File: src/sv/adc_scan_sequencer_assert.svh
// ----------------------------------------------------------------------------
// adc_scan_sequencer assertion macros
// Clocked assertion wrappers used by the sequencer's control module.
// ----------------------------------------------------------------------------
`ifndef ADC_SCAN_SEQUENCER_ASSERT_SVH
`define ADC_SCAN_SEQUENCER_ASSERT_SVH

`ifndef ASSERT_OFF
// assertion held off while the reset is asserted
`define ADCSEQ_ASSERT(lbl, clk, rst, prop, msg) \
  lbl: assert property (@(posedge clk) disable iff (rst) prop) else $error(msg);
// assertion checked at every edge, reset included
`define ADCSEQ_ASSERT_ALWAYS(lbl, clk, prop, msg) \
  lbl: assert property (@(posedge clk) prop) else $error(msg);
`else
`define ADCSEQ_ASSERT(lbl, clk, rst, prop, msg)
`define ADCSEQ_ASSERT_ALWAYS(lbl, clk, prop, msg)
`endif

`endif

File: src/sv/adcseq_pkg.sv
// ----------------------------------------------------------------------------
// adcseq_pkg
// Types, codes and constants of the ADC scan sequencer.
// ----------------------------------------------------------------------------
package adcseq_pkg;

  localparam int MAX_CHAIN    = 8;
  localparam int LAST_CHANNEL = 7;
  localparam int TABLE_DEPTH  = 8;
  localparam int TABLE_AW     = $clog2(TABLE_DEPTH);

  localparam logic [15:0] TIMEOUT_RESET = 16'd50000;

  // command codes
  localparam logic [2:0] CMD_LOAD   = 3'd0;
  localparam logic [2:0] CMD_SINGLE = 3'd1;
  localparam logic [2:0] CMD_CHAIN  = 3'd2;
  localparam logic [2:0] CMD_DONE   = 3'd3;
  localparam logic [2:0] CMD_TICK   = 3'd4;

  // status codes
  localparam logic [2:0] ST_OK      = 3'd0;
  localparam logic [2:0] ST_INVALID = 3'd1;
  localparam logic [2:0] ST_BUSY    = 3'd2;
  localparam logic [2:0] ST_TIMEOUT = 3'd3;
  localparam logic [2:0] ST_IGNORED = 3'd4;

  // request modes
  localparam logic [1:0] MODE_SINGLE = 2'd0;
  localparam logic [1:0] MODE_CHAIN  = 2'd1;
  localparam logic [1:0] MODE_POLLED = 2'd2;

  // configuration register indexes
  localparam logic CFG_LEFT_ADJUST = 1'b0;
  localparam logic CFG_TIMEOUT     = 1'b1;

  typedef struct packed {
    logic [2:0]  cmd;
    logic [4:0]  channel;
    logic [2:0]  slot;
    logic [3:0]  chain_length;
    logic        polled;
    logic [15:0] raw_data;
  } in_item_t;

  typedef struct packed {
    logic [2:0] status;
    logic [9:0] sample_value;
    logic       sample_valid;
    logic [2:0] sample_index;
    logic       start_conversion;
    logic [2:0] mux_channel;
    logic       finished;
    logic       busy_res;
  } out_item_t;

  // table access issued by the control logic
  typedef struct packed {
    logic                wr_en;
    logic [TABLE_AW-1:0] wr_addr;
    logic [4:0]          wr_data;
    logic                rd_en;
    logic [TABLE_AW-1:0] rd_addr;
  } table_req_t;

  // table answer: registered read data and the per-slot bad-channel flags
  typedef struct packed {
    logic [4:0]             rd_data;
    logic [TABLE_DEPTH-1:0] bad;
  } table_rsp_t;

  function automatic logic [9:0] unpack(input logic [15:0] raw, input logic left);
    logic [7:0] hi;
    logic [7:0] lo;
    hi = raw[15:8];
    lo = raw[7:0];
    return left ? {hi, lo[7:6]} : {hi[1:0], lo};
  endfunction

endpackage

File: src/sv/adcseq_if.sv
// ----------------------------------------------------------------------------
// adcseq_if
// Valid/ready channels carrying command beats and result beats.
// ----------------------------------------------------------------------------
interface adcseq_in_if;
  logic                 valid;
  logic                 ready;
  adcseq_pkg::in_item_t data;

  modport source (output valid, output data, input ready);
  modport sink   (input valid, input data, output ready);
endinterface

interface adcseq_out_if;
  logic                  valid;
  logic                  ready;
  adcseq_pkg::out_item_t data;

  modport source (output valid, output data, input ready);
  modport sink   (input valid, input data, output ready);
endinterface

File: src/sv/adcseq_table.sv
// ----------------------------------------------------------------------------
// adcseq_table
// Channel table memory, one write and one registered read per cycle.
// ----------------------------------------------------------------------------
module adcseq_table (
  input  logic                   clk,
  input  logic                   rst,
  input  adcseq_pkg::table_req_t req,
  output adcseq_pkg::table_rsp_t rsp
);

  logic [4:0]                         mem [adcseq_pkg::TABLE_DEPTH];
  logic [adcseq_pkg::TABLE_DEPTH-1:0] written;
  logic [adcseq_pkg::TABLE_DEPTH-1:0] bad;
  logic [4:0]                         mem_q;
  logic                               written_q;

  always_ff @(posedge clk) begin
    if (req.wr_en) begin
      mem[req.wr_addr] <= req.wr_data;
    end
    if (req.rd_en) begin
      mem_q     <= mem[req.rd_addr];
      written_q <= written[req.rd_addr];
    end
  end

  // unwritten slots read as channel 0, which is a legal channel
  always_ff @(posedge clk) begin
    if (rst) begin
      written <= '0;
      bad     <= '0;
    end else if (req.wr_en) begin
      written[req.wr_addr] <= 1'b1;
      bad[req.wr_addr]     <= (req.wr_data > 5'(adcseq_pkg::LAST_CHANNEL));
    end
  end

  assign rsp.rd_data = written_q ? mem_q : 5'd0;
  assign rsp.bad     = bad;

endmodule

File: src/sv/adcseq_skid.sv
// ----------------------------------------------------------------------------
// adcseq_skid
// Two-entry skid buffer on the result channel.
// ----------------------------------------------------------------------------
module adcseq_skid (
  input  logic                  clk,
  input  logic                  rst,
  input  logic                  valid,
  input  adcseq_pkg::out_item_t data,
  output logic                  ready,
  adcseq_out_if.source          results
);

  logic                  main_valid;
  adcseq_pkg::out_item_t main_data;
  logic                  skid_valid;
  adcseq_pkg::out_item_t skid_data;

  assign ready         = !skid_valid;
  assign results.valid = main_valid;
  assign results.data  = main_data;

  always_ff @(posedge clk) begin
    if (rst) begin
      main_valid <= 1'b0;
      skid_valid <= 1'b0;
    end else if (valid && ready) begin
      if (main_valid && !results.ready) begin
        skid_valid <= 1'b1;
        skid_data  <= data;
      end else begin
        main_valid <= 1'b1;
        main_data  <= data;
      end
    end else if (results.ready) begin
      if (skid_valid) begin
        main_data  <= skid_data;
        skid_valid <= 1'b0;
      end else begin
        main_valid <= 1'b0;
      end
    end
  end

endmodule

File: src/sv/adcseq_ctrl.sv
// ----------------------------------------------------------------------------
// adcseq_ctrl
// Command decode, request state and the result stage.
// ----------------------------------------------------------------------------
`include "adc_scan_sequencer_assert.svh"

module adcseq_ctrl (
  input  logic                   clk,
  input  logic                   rst,
  input  logic                   cfg_we,
  input  logic                   cfg_index,
  input  logic [15:0]            cfg_data,
  adcseq_in_if.sink              items,
  output adcseq_pkg::table_req_t tbl_req,
  input  adcseq_pkg::table_rsp_t tbl_rsp,
  output logic                   res_valid,
  output adcseq_pkg::out_item_t  res_data,
  input  logic                   res_ready
);

  typedef struct packed {
    adcseq_pkg::out_item_t res;
    logic                  from_table;
  } stage_t;

  // configuration
  logic        left_adjust;
  logic [15:0] timeout_limit;

  // request state
  logic        busy;
  logic [1:0]  mode;
  logic [3:0]  chain_total;
  logic [2:0]  chain_pos;
  logic [15:0] wait_cnt;

  logic        busy_next;
  logic [1:0]  mode_next;
  logic [3:0]  chain_total_next;
  logic [2:0]  chain_pos_next;
  logic [15:0] wait_cnt_next;

  logic                   accept;
  logic                   chain_ok;
  logic [2:0]             pos_inc;
  logic [15:0]            wait_inc;
  adcseq_pkg::in_item_t   it;
  adcseq_pkg::table_req_t req;
  stage_t                 st_next;
  stage_t                 s1;
  logic                   s1_valid;

  assign it           = items.data;
  assign items.ready  = !s1_valid || res_ready;
  assign accept       = items.valid && items.ready;
  assign pos_inc      = chain_pos + 3'd1;
  assign wait_inc     = wait_cnt + 16'd1;

  always_ff @(posedge clk) begin
    if (rst) begin
      left_adjust   <= 1'b0;
      timeout_limit <= adcseq_pkg::TIMEOUT_RESET;
    end else if (cfg_we) begin
      unique case (cfg_index)
        adcseq_pkg::CFG_LEFT_ADJUST: left_adjust   <= cfg_data[0];
        adcseq_pkg::CFG_TIMEOUT:     timeout_limit <= cfg_data;
        default: ;
      endcase
    end
  end

  // length and every listed slot must hold a legal channel
  always_comb begin
    chain_ok = (it.chain_length != 4'd0)
            && (int'(it.chain_length) <= adcseq_pkg::MAX_CHAIN)
            && (int'(it.chain_length) <= adcseq_pkg::TABLE_DEPTH);
    for (int i = 0; i < adcseq_pkg::TABLE_DEPTH; i++) begin
      if ((i < int'(it.chain_length)) && tbl_rsp.bad[i]) begin
        chain_ok = 1'b0;
      end
    end
  end

  always_comb begin
    st_next          = '0;
    req              = '0;
    busy_next        = busy;
    mode_next        = mode;
    chain_total_next = chain_total;
    chain_pos_next   = chain_pos;
    wait_cnt_next    = wait_cnt;
    st_next.res.status = adcseq_pkg::ST_OK;

    unique case (it.cmd)
      adcseq_pkg::CMD_LOAD: begin
        if (busy) begin
          st_next.res.status = adcseq_pkg::ST_BUSY;
        end else begin
          req.wr_en   = 1'b1;
          req.wr_addr = it.slot;
          req.wr_data = it.channel;
        end
      end
      adcseq_pkg::CMD_SINGLE: begin
        if (it.channel > 5'(adcseq_pkg::LAST_CHANNEL)) begin
          st_next.res.status = adcseq_pkg::ST_INVALID;
        end else if (busy) begin
          st_next.res.status = adcseq_pkg::ST_BUSY;
        end else begin
          busy_next = 1'b1;
          mode_next = it.polled ? adcseq_pkg::MODE_POLLED : adcseq_pkg::MODE_SINGLE;
          wait_cnt_next = 16'd0;
          st_next.res.start_conversion = 1'b1;
          st_next.res.mux_channel      = it.channel[2:0];
        end
      end
      adcseq_pkg::CMD_CHAIN: begin
        if (!chain_ok) begin
          st_next.res.status = adcseq_pkg::ST_INVALID;
        end else if (busy) begin
          st_next.res.status = adcseq_pkg::ST_BUSY;
        end else begin
          busy_next        = 1'b1;
          mode_next        = adcseq_pkg::MODE_CHAIN;
          chain_total_next = it.chain_length;
          chain_pos_next   = 3'd0;
          st_next.res.start_conversion = 1'b1;
          st_next.from_table = 1'b1;
          req.rd_en   = 1'b1;
          req.rd_addr = '0;
        end
      end
      adcseq_pkg::CMD_DONE: begin
        if (!busy) begin
          st_next.res.status = adcseq_pkg::ST_IGNORED;
        end else begin
          st_next.res.sample_value = adcseq_pkg::unpack(it.raw_data, left_adjust);
          st_next.res.sample_valid = 1'b1;
          if (mode == adcseq_pkg::MODE_CHAIN) begin
            st_next.res.sample_index = chain_pos;
            chain_pos_next = pos_inc;
            if (({1'b0, chain_pos} + 4'd1) >= chain_total) begin
              st_next.res.finished = 1'b1;
              busy_next = 1'b0;
            end else begin
              st_next.res.start_conversion = 1'b1;
              st_next.from_table = 1'b1;
              req.rd_en   = 1'b1;
              req.rd_addr = pos_inc;
            end
          end else begin
            st_next.res.finished = 1'b1;
            busy_next = 1'b0;
          end
        end
      end
      adcseq_pkg::CMD_TICK: begin
        if (busy && (mode == adcseq_pkg::MODE_POLLED)) begin
          wait_cnt_next = wait_inc;
          if (wait_inc >= timeout_limit) begin
            st_next.res.status   = adcseq_pkg::ST_TIMEOUT;
            st_next.res.finished = 1'b1;
            busy_next = 1'b0;
          end
        end else begin
          st_next.res.status = adcseq_pkg::ST_IGNORED;
        end
      end
      default: begin
        st_next.res.status = adcseq_pkg::ST_IGNORED;
      end
    endcase
    st_next.res.busy_res = busy_next;
  end

  // table access only for an accepted beat; the read data then holds with s1
  always_comb begin
    tbl_req       = req;
    tbl_req.wr_en = req.wr_en && accept;
    tbl_req.rd_en = req.rd_en && accept;
  end

  always_ff @(posedge clk) begin
    if (rst) begin
      busy        <= 1'b0;
      mode        <= adcseq_pkg::MODE_SINGLE;
      chain_total <= 4'd0;
      chain_pos   <= 3'd0;
      wait_cnt    <= 16'd0;
      s1_valid    <= 1'b0;
    end else if (accept) begin
      busy        <= busy_next;
      mode        <= mode_next;
      chain_total <= chain_total_next;
      chain_pos   <= chain_pos_next;
      wait_cnt    <= wait_cnt_next;
      s1_valid    <= 1'b1;
    end else if (res_ready) begin
      s1_valid    <= 1'b0;
    end
  end

  always_ff @(posedge clk) begin
    if (accept) begin
      s1 <= st_next;
    end
  end

  always_comb begin
    res_data = s1.res;
    if (s1.from_table) begin
      res_data.mux_channel = tbl_rsp.rd_data[2:0];
    end
  end
  assign res_valid = s1_valid;

  `ADCSEQ_ASSERT(a_finish_no_start, clk, rst, s1_valid && s1.res.finished |-> !s1.res.start_conversion, "finished result also starts a conversion")
  `ADCSEQ_ASSERT(a_busy_fall, clk, rst, $fell(busy) |-> s1_valid && s1.res.finished, "busy cleared without a finished result")
  `ADCSEQ_ASSERT(a_chain_pos, clk, rst, busy && (mode == adcseq_pkg::MODE_CHAIN) |-> ({1'b0, chain_pos} < chain_total), "chain position beyond chain length")
  `ADCSEQ_ASSERT(a_busy_res, clk, rst, s1_valid && $rose(s1_valid) |-> (s1.res.busy_res == busy), "result busy flag differs from state")

endmodule

File: src/sv/adc_scan_sequencer.sv
// ----------------------------------------------------------------------------
// adc_scan_sequencer
// Command sequencer for a 10-bit ADC with an eight-slot channel table.
// ----------------------------------------------------------------------------
// Usage:
//   items   - command beats (load slot, start single, start chain,
//             conversion done, tick), valid/ready.
//   results - exactly one result beat per command beat, in order.
//   cfg_*   - register writes (left adjust, timeout limit); issue them only
//             while no command is outstanding.
// Path: a result is decided in the cycle its command is accepted, is
//   registered in the result stage along with the table read, then in the
//   skid buffer's output register, and is presented from there on results.
// Throughput: one command per cycle unless stalled; the channel table is a
//   single-port-read memory and each command needs at most one read.
// Reset: table reads as all channel 0, sequencer idle, left adjust off,
//   timeout limit 50000. No clearing pass: per-slot written flags cover it.
// Stall: a stalled receiver fills the result stage and the two-entry skid;
//   items.ready then drops until results drain. No beat is dropped.
// ----------------------------------------------------------------------------
module adc_scan_sequencer (
  input  logic        clk,
  input  logic        rst,
  input  logic        cfg_we,
  input  logic        cfg_index,
  input  logic [15:0] cfg_data,
  adcseq_in_if.sink   items,
  adcseq_out_if.source results
);

  adcseq_pkg::table_req_t tbl_req;   // write on load, read for chain mux
  adcseq_pkg::table_rsp_t tbl_rsp;   // registered read data, bad-slot flags

  logic                  res_valid;  // result stage occupied
  adcseq_pkg::out_item_t res_data;
  logic                  res_ready;  // skid has room (registered)

  // channel table
  adcseq_table u_table (
    .clk (clk),
    .rst (rst),
    .req (tbl_req),
    .rsp (tbl_rsp)
  );

  // decode, request state, result stage
  adcseq_ctrl u_ctrl (
    .clk       (clk),
    .rst       (rst),
    .cfg_we    (cfg_we),
    .cfg_index (cfg_index),
    .cfg_data  (cfg_data),
    .items     (items),
    .tbl_req   (tbl_req),
    .tbl_rsp   (tbl_rsp),
    .res_valid (res_valid),
    .res_data  (res_data),
    .res_ready (res_ready)
  );

  // output decoupling: ready towards the core never sees results.ready
  adcseq_skid u_skid (
    .clk     (clk),
    .rst     (rst),
    .valid   (res_valid),
    .data    (res_data),
    .ready   (res_ready),
    .results (results)
  );

endmodule

File: src/flat_wrapper.sv
// flat-port wrapper written by rule: the top's interface ports become plain ports
module adc_scan_sequencer_flat 
  (clk, rst, cfg_we, cfg_index, cfg_data, items_valid, items_data, items_ready, results_valid, results_data, results_ready);
  adcseq_in_if items_i ();
  adcseq_out_if results_i ();
  input  logic clk;
  input  logic rst;
  input  logic cfg_we;
  input  logic cfg_index;
  input  logic [15:0] cfg_data;
  input wire logic [$bits(items_i.valid)-1:0] items_valid;
  input wire logic [$bits(items_i.data)-1:0] items_data;
  output wire logic [$bits(items_i.ready)-1:0] items_ready;
  output wire logic [$bits(results_i.valid)-1:0] results_valid;
  output wire logic [$bits(results_i.data)-1:0] results_data;
  input wire logic [$bits(results_i.ready)-1:0] results_ready;
  assign items_i.valid = items_valid;
  assign items_i.data = items_data;
  assign items_ready = items_i.ready;
  assign results_valid = results_i.valid;
  assign results_data = results_i.data;
  assign results_i.ready = results_ready;
  adc_scan_sequencer u_core (.clk(clk), .rst(rst), .cfg_we(cfg_we), .cfg_index(cfg_index), .cfg_data(cfg_data), .items(items_i), .results(results_i));
endmodule
File: config.mk
export PLATFORM = sky130hd
export DESIGN_NAME = adc_scan_sequencer_flat
export DESIGN_NICKNAME = d
export VERILOG_FILES = /design/src/sv/adcseq_pkg.sv /design/src/sv/adcseq_if.sv /design/src/sv/adcseq_table.sv /design/src/sv/adcseq_skid.sv /design/src/sv/adcseq_ctrl.sv /design/src/sv/adc_scan_sequencer.sv /design/src/flat_wrapper.sv
export VERILOG_INCLUDE_DIRS = /design/src /design/src/sv
export SDC_FILE = /design/constraint.sdc
export NUM_CORES = 1
export LEC_CHECK = 0
export BUFFER_PORTS_ARGS = -buffer_cell sky130_fd_sc_hd__buf_2
export CORE_MARGIN = 1.5
export CORE_UTILIZATION = 25
export DETAILED_ROUTE_END_ITERATION = 16
export SLEW_MARGIN = 20
export SYNTH_ARGS = -nofsm -noshare
export SYNTH_HDL_FRONTEND = slang
export SYNTH_SLANG_ARGS = --single-unit
File: constraint.sdc
create_clock -name clk -period 3.9 [get_ports clk]
set_clock_uncertainty 0.15 [all_clocks]
set_input_delay 0.195 -clock clk [delete_from_list [all_inputs] [get_ports clk]]
set_output_delay 0.195 -clock clk [all_outputs]
set_load 0.02 [all_outputs]
; ---- Word-level counts from Yosys, hierarchy flattened
; Memory sizes are Yosys's and may differ from the RTL's. A register that Yosys moved wholly into a read port is not among the register bits.
; Cells that the tools add are included.
; Widths: inputs -> output; s select.
[classes]
n_div = 0
shifts = 0
order_cmp = 16
multipliers = 0
n_addsub = 3
bitwise_logic = 5
eq_ne = 17
mux = 82
n_reduce_logical = 41
[op_table]
columns = cell, n
row1 = $mux 23, 4
row2 = $mux 16, 3
row3 = $mux 1, 34
row4 = $mux 4, 8
row5 = $pmux 16 s2, 1
row6 = $mux 3, 10
row7 = $mux 9, 2
row8 = $logic_and 1x1->1, 17
row9 = $add 16x1->16 const B, 1
row10 = $ge 16x16->1, 1
row11 = $lt 3x4->1 const A, 4
row12 = $ne 2x2->1 const B, 8
row13 = $pmux 3 s5, 1
row14 = $mux 2, 7
row15 = $reduce_and 6->1, 2
row16 = $gt 5x3->1 const B, 2
row17 = $mux 10, 1
row18 = $reduce_bool 2->1, 5
row19 = $reduce_and 3->1, 3
row20 = $bwmux 8, 1
row21 = $lt 1x4->1 const A, 2
row22 = $lt 2x4->1 const A, 2
row23 = $lt 3x4->1 const B, 2
row24 = $or 8x8->8, 1
row25 = 29 further kinds, 42
[word_totals]
output_inout_bits = 25
latch_bits = 0
mem_bits_rw = 40
mem_count = 1
reg_bits = 133
in_bits = 54
rom_bits = 0
wordCells = 203
[memory_table]
columns = name, depth, width, rd, rd_ports_with_merged_regs, wr, line
row1 = u_core.u_table.mem, 8, 5, 1, 1, 1, adcseq_table.sv:12  ; logic [4:0] mem [adcseq_pkg::TABLE_DEPTH];

; ---- Depth between registers and ports, before layout
[depth]
word_depth = 15
ltp_mapped = 14
ltp_nobuf = 13

; ---- By module
; Synthesis repeated with hierarchy kept, for this count alone.
[unflattened]
cells_unflattened = 680
area_unflattened_um2 = 8398.1
[by_module_without_submodules]
columns = mod, area_per_inst_um2, cells_each, n_inst, seq_area_each_um2
row1 = adcseq_ctrl, 4125.2, 463, 1, 1601.5
row2 = adcseq_table, 2392.3, 132, 1, 1701.6
row3 = adcseq_skid, 1880.6, 85, 1, 1421.4

; ---- Least setup slack after synthesis
; Ideal clock, no wire load.
[synth_timing]
kind = reg2reg
start = register u_core.u_ctrl.wait_cnt[0]
end = register u_core.u_ctrl.busy
path_stages_with_launch = 15
required_time_ns = 3.625
setup_ns = 0.125
n_path_buf = 1
t_arrival_ns = 2.848
setup_slack_ns = 0.777
path_cell_list = dfxtp_1 > ha_1 > and3_1 > and3_1 > clkbuf_1 > and3_1 > nand3_1 > xnor2_1 > ha_1 > nand4_1 > nor2_1 > o21ai_0 > o211ai_1 > a21oi_1 > o41a_1
[synth_via]
elab_chain_len = 5
[synth_rtl]
columns = item, line
row1 = from (decl), adcseq_ctrl.sv:35  ; logic [15:0] wait_cnt;
row2 = from (signal assigned), adcseq_ctrl.sv:196  ; wait_cnt <= wait_cnt_next;
row3 = $add 16x1->16, adcseq_ctrl.sv:57  ; assign wait_inc = wait_cnt + 16'd1;
row4 = $ge 16x16->1, adcseq_ctrl.sv:160  ; if (wait_inc >= timeout_limit) begin
row5 = $mux 1, adcseq_ctrl.sv:160
row6 = $mux 1, adcseq_ctrl.sv:158  ; if (busy && (mode == adcseq_pkg::MODE_POLLED)) begin
row7 = $pmux 1 s4, adcseq_ctrl.sv:94  ; unique case (it.cmd)
row8 = to (signal assigned), adcseq_ctrl.sv:192  ; busy <= busy_next;
row9 = to (decl), adcseq_ctrl.sv:31  ; logic busy;
; Every way passes these cells.
; A chain may end at the register's enable or synchronous reset.

; ---- Worst setup path after layout
; Ends and elaborated chain as after synthesis.

==> metrics.txt <==
setup repair after global routing missed its margin no; DP Wirelength 11,510 um; Synth area leaders edfxtp_1 (40%), dfxtp_1 (17%), nor2_1 (4.4%), mux2_2 (3.9%), ha_1 (3.8%); antenna violations before repair 2; vias in the first global route 5,150; Final min period 3411 ps; maximum buffer depth of the clock tree 2; # port buffers 78; most frequent cells in the layout edfxtp_1 (98), nor2_1 (85), buf_2 (78); initial core utilization 25.40%; RD Place Congestion 0.8197; routed vias 5,229; Synth Area per Inst 10.98 um2; gr ovfl total 0; Post-Synthesis Cells 662; Post-CTS Setup Bufs 0; crit share post-route 87.46%; number of synthesized flops with an enable pin 98; full die area 0.03011 mm2; worst reg2reg setup slack 490 ps; FILL cells 2,880; Pre-antenna DRT Iters 4; Setup CP Type flop to flop; Leakage 3.402 nW; CTS H-tree lvls 4; worst path cell trace ha_1 > and3_1 > and3_1 > and3_1 > nand3_1 > xnor2_1 > ha_1 > nand4_1 > nor2_1 > o21ai_0 > o211ai_1 > a21oi_1 > o41a_1; # IOs 79; fin. max-slew vios 0; Synth area leader edfxtp_1; Max IR drop VDD 249.6 uV; Post-CTS Hold Fix Bufs 50; crit path capture u_core.u_ctrl.busy$_SDFFE_PP0P_; Max Clk Rate 293.2 MHz; setup violators final 0; Post-Route Utilization 32.18%; # DRC 0; FF+latch count, synth 160; first-pass GRT wire length 26,830 um; Hold Vio Cnt, Final 0; Final TNS setup 0 ps; cell total after placement 1,105; fraction of layout instances using a drive strength above 1 18.93%; Routed WL 16,390 um; Worst setup EP type flop; reg2reg start u_core.u_ctrl.wait_cnt[0]$_SDFFE_PP0P_; ys flop type edfxtp_1; Post-DP Area 0.008098 mm2; final non-filler cell total 1,189; Worst Setup SP u_core.u_ctrl.wait_cnt[0]$_SDFFE_PP0P_; Worst Path Buf+Inv 0; WP data required 4050 ps; area grow syn2layout 26.71%; clock sink total 160; DIE WIDTH 173.5 um; root buffer cell clkbuf_16; DR iter-0 viols 376; area of the mapped netlist 0.007271 mm2; number of buffers created by CTS 17; Rel. slew slack 44.10%; clock tree from TritonCTS built; crit-path max FO 6; status finished, final reports clean; Max Cap Viol 0; async set-reset flop share out of synthesis 0%; Avg WL per Cell 13.79 um; fin nets 866; Hold/Removal Path Class input port to flop; clock transition at the registers of the reported paths 70 ps; Final Cell Area 0.009213 mm2; CORE AREA 0.02863 mm2; Worst R2R Path Depth 13; slowest stage delay, CP 430 ps; FF-to-FF End u_core.u_ctrl.busy$_SDFFE_PP0P_; CP arrival 3560 ps; via density per instance 4.398; row count 62; worst-margin pin slew 834.8 ps; Power Dens Cells 411.9 mW/mm2; YS warnings 0; gr usage total 11.24%; commonest non-fill, non-tap cell in the layout edfxtp_1; DRT antenna net count 0; clk_lat worst skew 420 ps; cell family with most CP delay simple AND/OR/NAND/NOR gates; top cell type's share of synthesized area 40.47%; Synth cell types 56; syn_nets 738; die height 173.5 um; Most common cell on crit path and3_1; Final Total Pwr 0.003795 W; sequential element share of the synthesized area 57.55%; Startpoint Class flop; WP depth 13; Slowest-stage cell, CP o41a_1; pin count of the biggest net entering global routing 59; CTS resizes 0
-- worst register-to-register path, stage by stage, from the launching register on --
cell	delay, ps
dfxtp_1	410
ha_1	250
and3_1	250
and3_1	310
and3_1	270
nand3_1	110
xnor2_1	150
ha_1	310
nand4_1	90
nor2_1	80
o21ai_0	90
o211ai_1	250
a21oi_1	130
o41a_1	430
-- per-layer routing --
metal  track usage, %  share of wire, %
met1            14.34                46
met4            4.819               1.3
met5                0                 0
met2            18.51                49
met3            2.237               3.9
-- how the worst min path moves through the flow --
| stage | start | end | cells after the start |
|---|---|---|---|
| floorplan | results_ready | u_core.u_skid.skid_valid$_SDFFE_PP0P_ | 1 |
| global placement | results_ready | u_core.u_skid.skid_valid$_SDFFE_PP0P_ | 2 |
| detailed placement | cfg_data[15] | u_core.u_ctrl.timeout_limit[15]$_SDFFE_PP1P_ | 3 |
| CTS | items_data[0] | u_core.u_ctrl.res_data[10]$_SDFFCE_PN0P_ | 3 |
| global route | items_data[0] | u_core.u_ctrl.res_data[10]$_SDFFCE_PN0P_ | 3 |
| finish | items_data[0] | u_core.u_ctrl.res_data[10]$_SDFFCE_PN0P_ | 3 |
-- metrics by stage --
stage | hold WS, ps | setup slack (ps)
2_1_floorplan | 124.3 | 776.8
3_3_place_gp | 263.6 | 559.3
3_5_place_dp | 267.5 | 497.2
4_1_cts | 31.20 | 473.8
5_1_grt | 54.18 | 239.6
6_report | 45.94 | 489.1
-- layout make-up --
cell class | count | area, um2 | share of cell area [%]
clock buffer | 18 | 429.2 | 4.658
timing repair buffer | 137 | 958.4 | 10.40
antenna | 2 | 5.005 | 0.05433
clock inverter | 14 | 180.2 | 1.956
multi-input combinational | 442 | 2855 | 30.99
sequential | 160 | 4184 | 45.42
tap | 384 | 480.5 | 5.215
inverter | 32 | 120.1 | 1.304
-- cell families (layout without fill, tap and decap cells) --
family | count (synthesis) | in the layout | share of synthesized area [%]
buf+inv | 60 | 201 | 3.218
fa+ha+maj | 22 | 22 | 3.786
flops | 160 | 160 | 57.55
other cells | 0 | 2 | 0
mux | 51 | 51 | 7.796
xor+xnor | 17 | 17 | 2.048
compound gates | 122 | 122 | 10.69
simple gates | 230 | 230 | 14.92
-- report_power, final --
group | internal, W | leakage [nW] | total (W) | switching, W
Sequential | 0.00183 | 1.40 | 0.00185 | 0.0000207
Clock | 0.00102 | 0.282 | 0.00171 | 0.000692
Combinational | 0.000113 | 1.73 | 0.000240 | 0.000127
-- synth_stat cells, types with 2 or more instances --
master,n
a211oi_1,8
and2_1,11
nor2_1,85
edfxtp_1,98
and4_1,3
nor4_1,3
a32o_1,2
nand2b_1,10
o2111ai_1,4
a21o_1,3
mux2_2,25
a211o_1,4
mux4_2,2
and3_1,8
o31ai_1,2
nor2b_1,8
o22ai_1,4
o21ai_0,26
inv_1,32
a31oi_1,2
nand3_1,14
ha_1,22
xnor2_1,9
or2_2,2
buf_4,2
dfxtp_1,62
xor2_1,8
a21oi_1,42
o221ai_1,2
o211ai_1,10
nand4_1,4
nand2_1,56
clkbuf_1,24
nor3_1,11
o21a_1,2
nand3b_1,9
mux2i_1,24
-- state kept, by name, indices dropped and copies added (netlist names), 2 cells and up --
name,flops
u_core.u_ctrl.chain_pos,3
u_core.u_table.bad,8
u_core.u_skid.results.data,23
u_core.u_table.mem_q,3
u_core.u_table.mem,24
u_core.u_ctrl.chain_total,4
u_core.u_ctrl.timeout_limit,16
u_core.u_skid.skid_data,23
u_core.u_ctrl.res_data,20
u_core.u_ctrl.mode,2
u_core.u_table.written,8
u_core.u_ctrl.s1,4
u_core.u_ctrl.wait_cnt,16
Power figures use the tool's default switching activity.
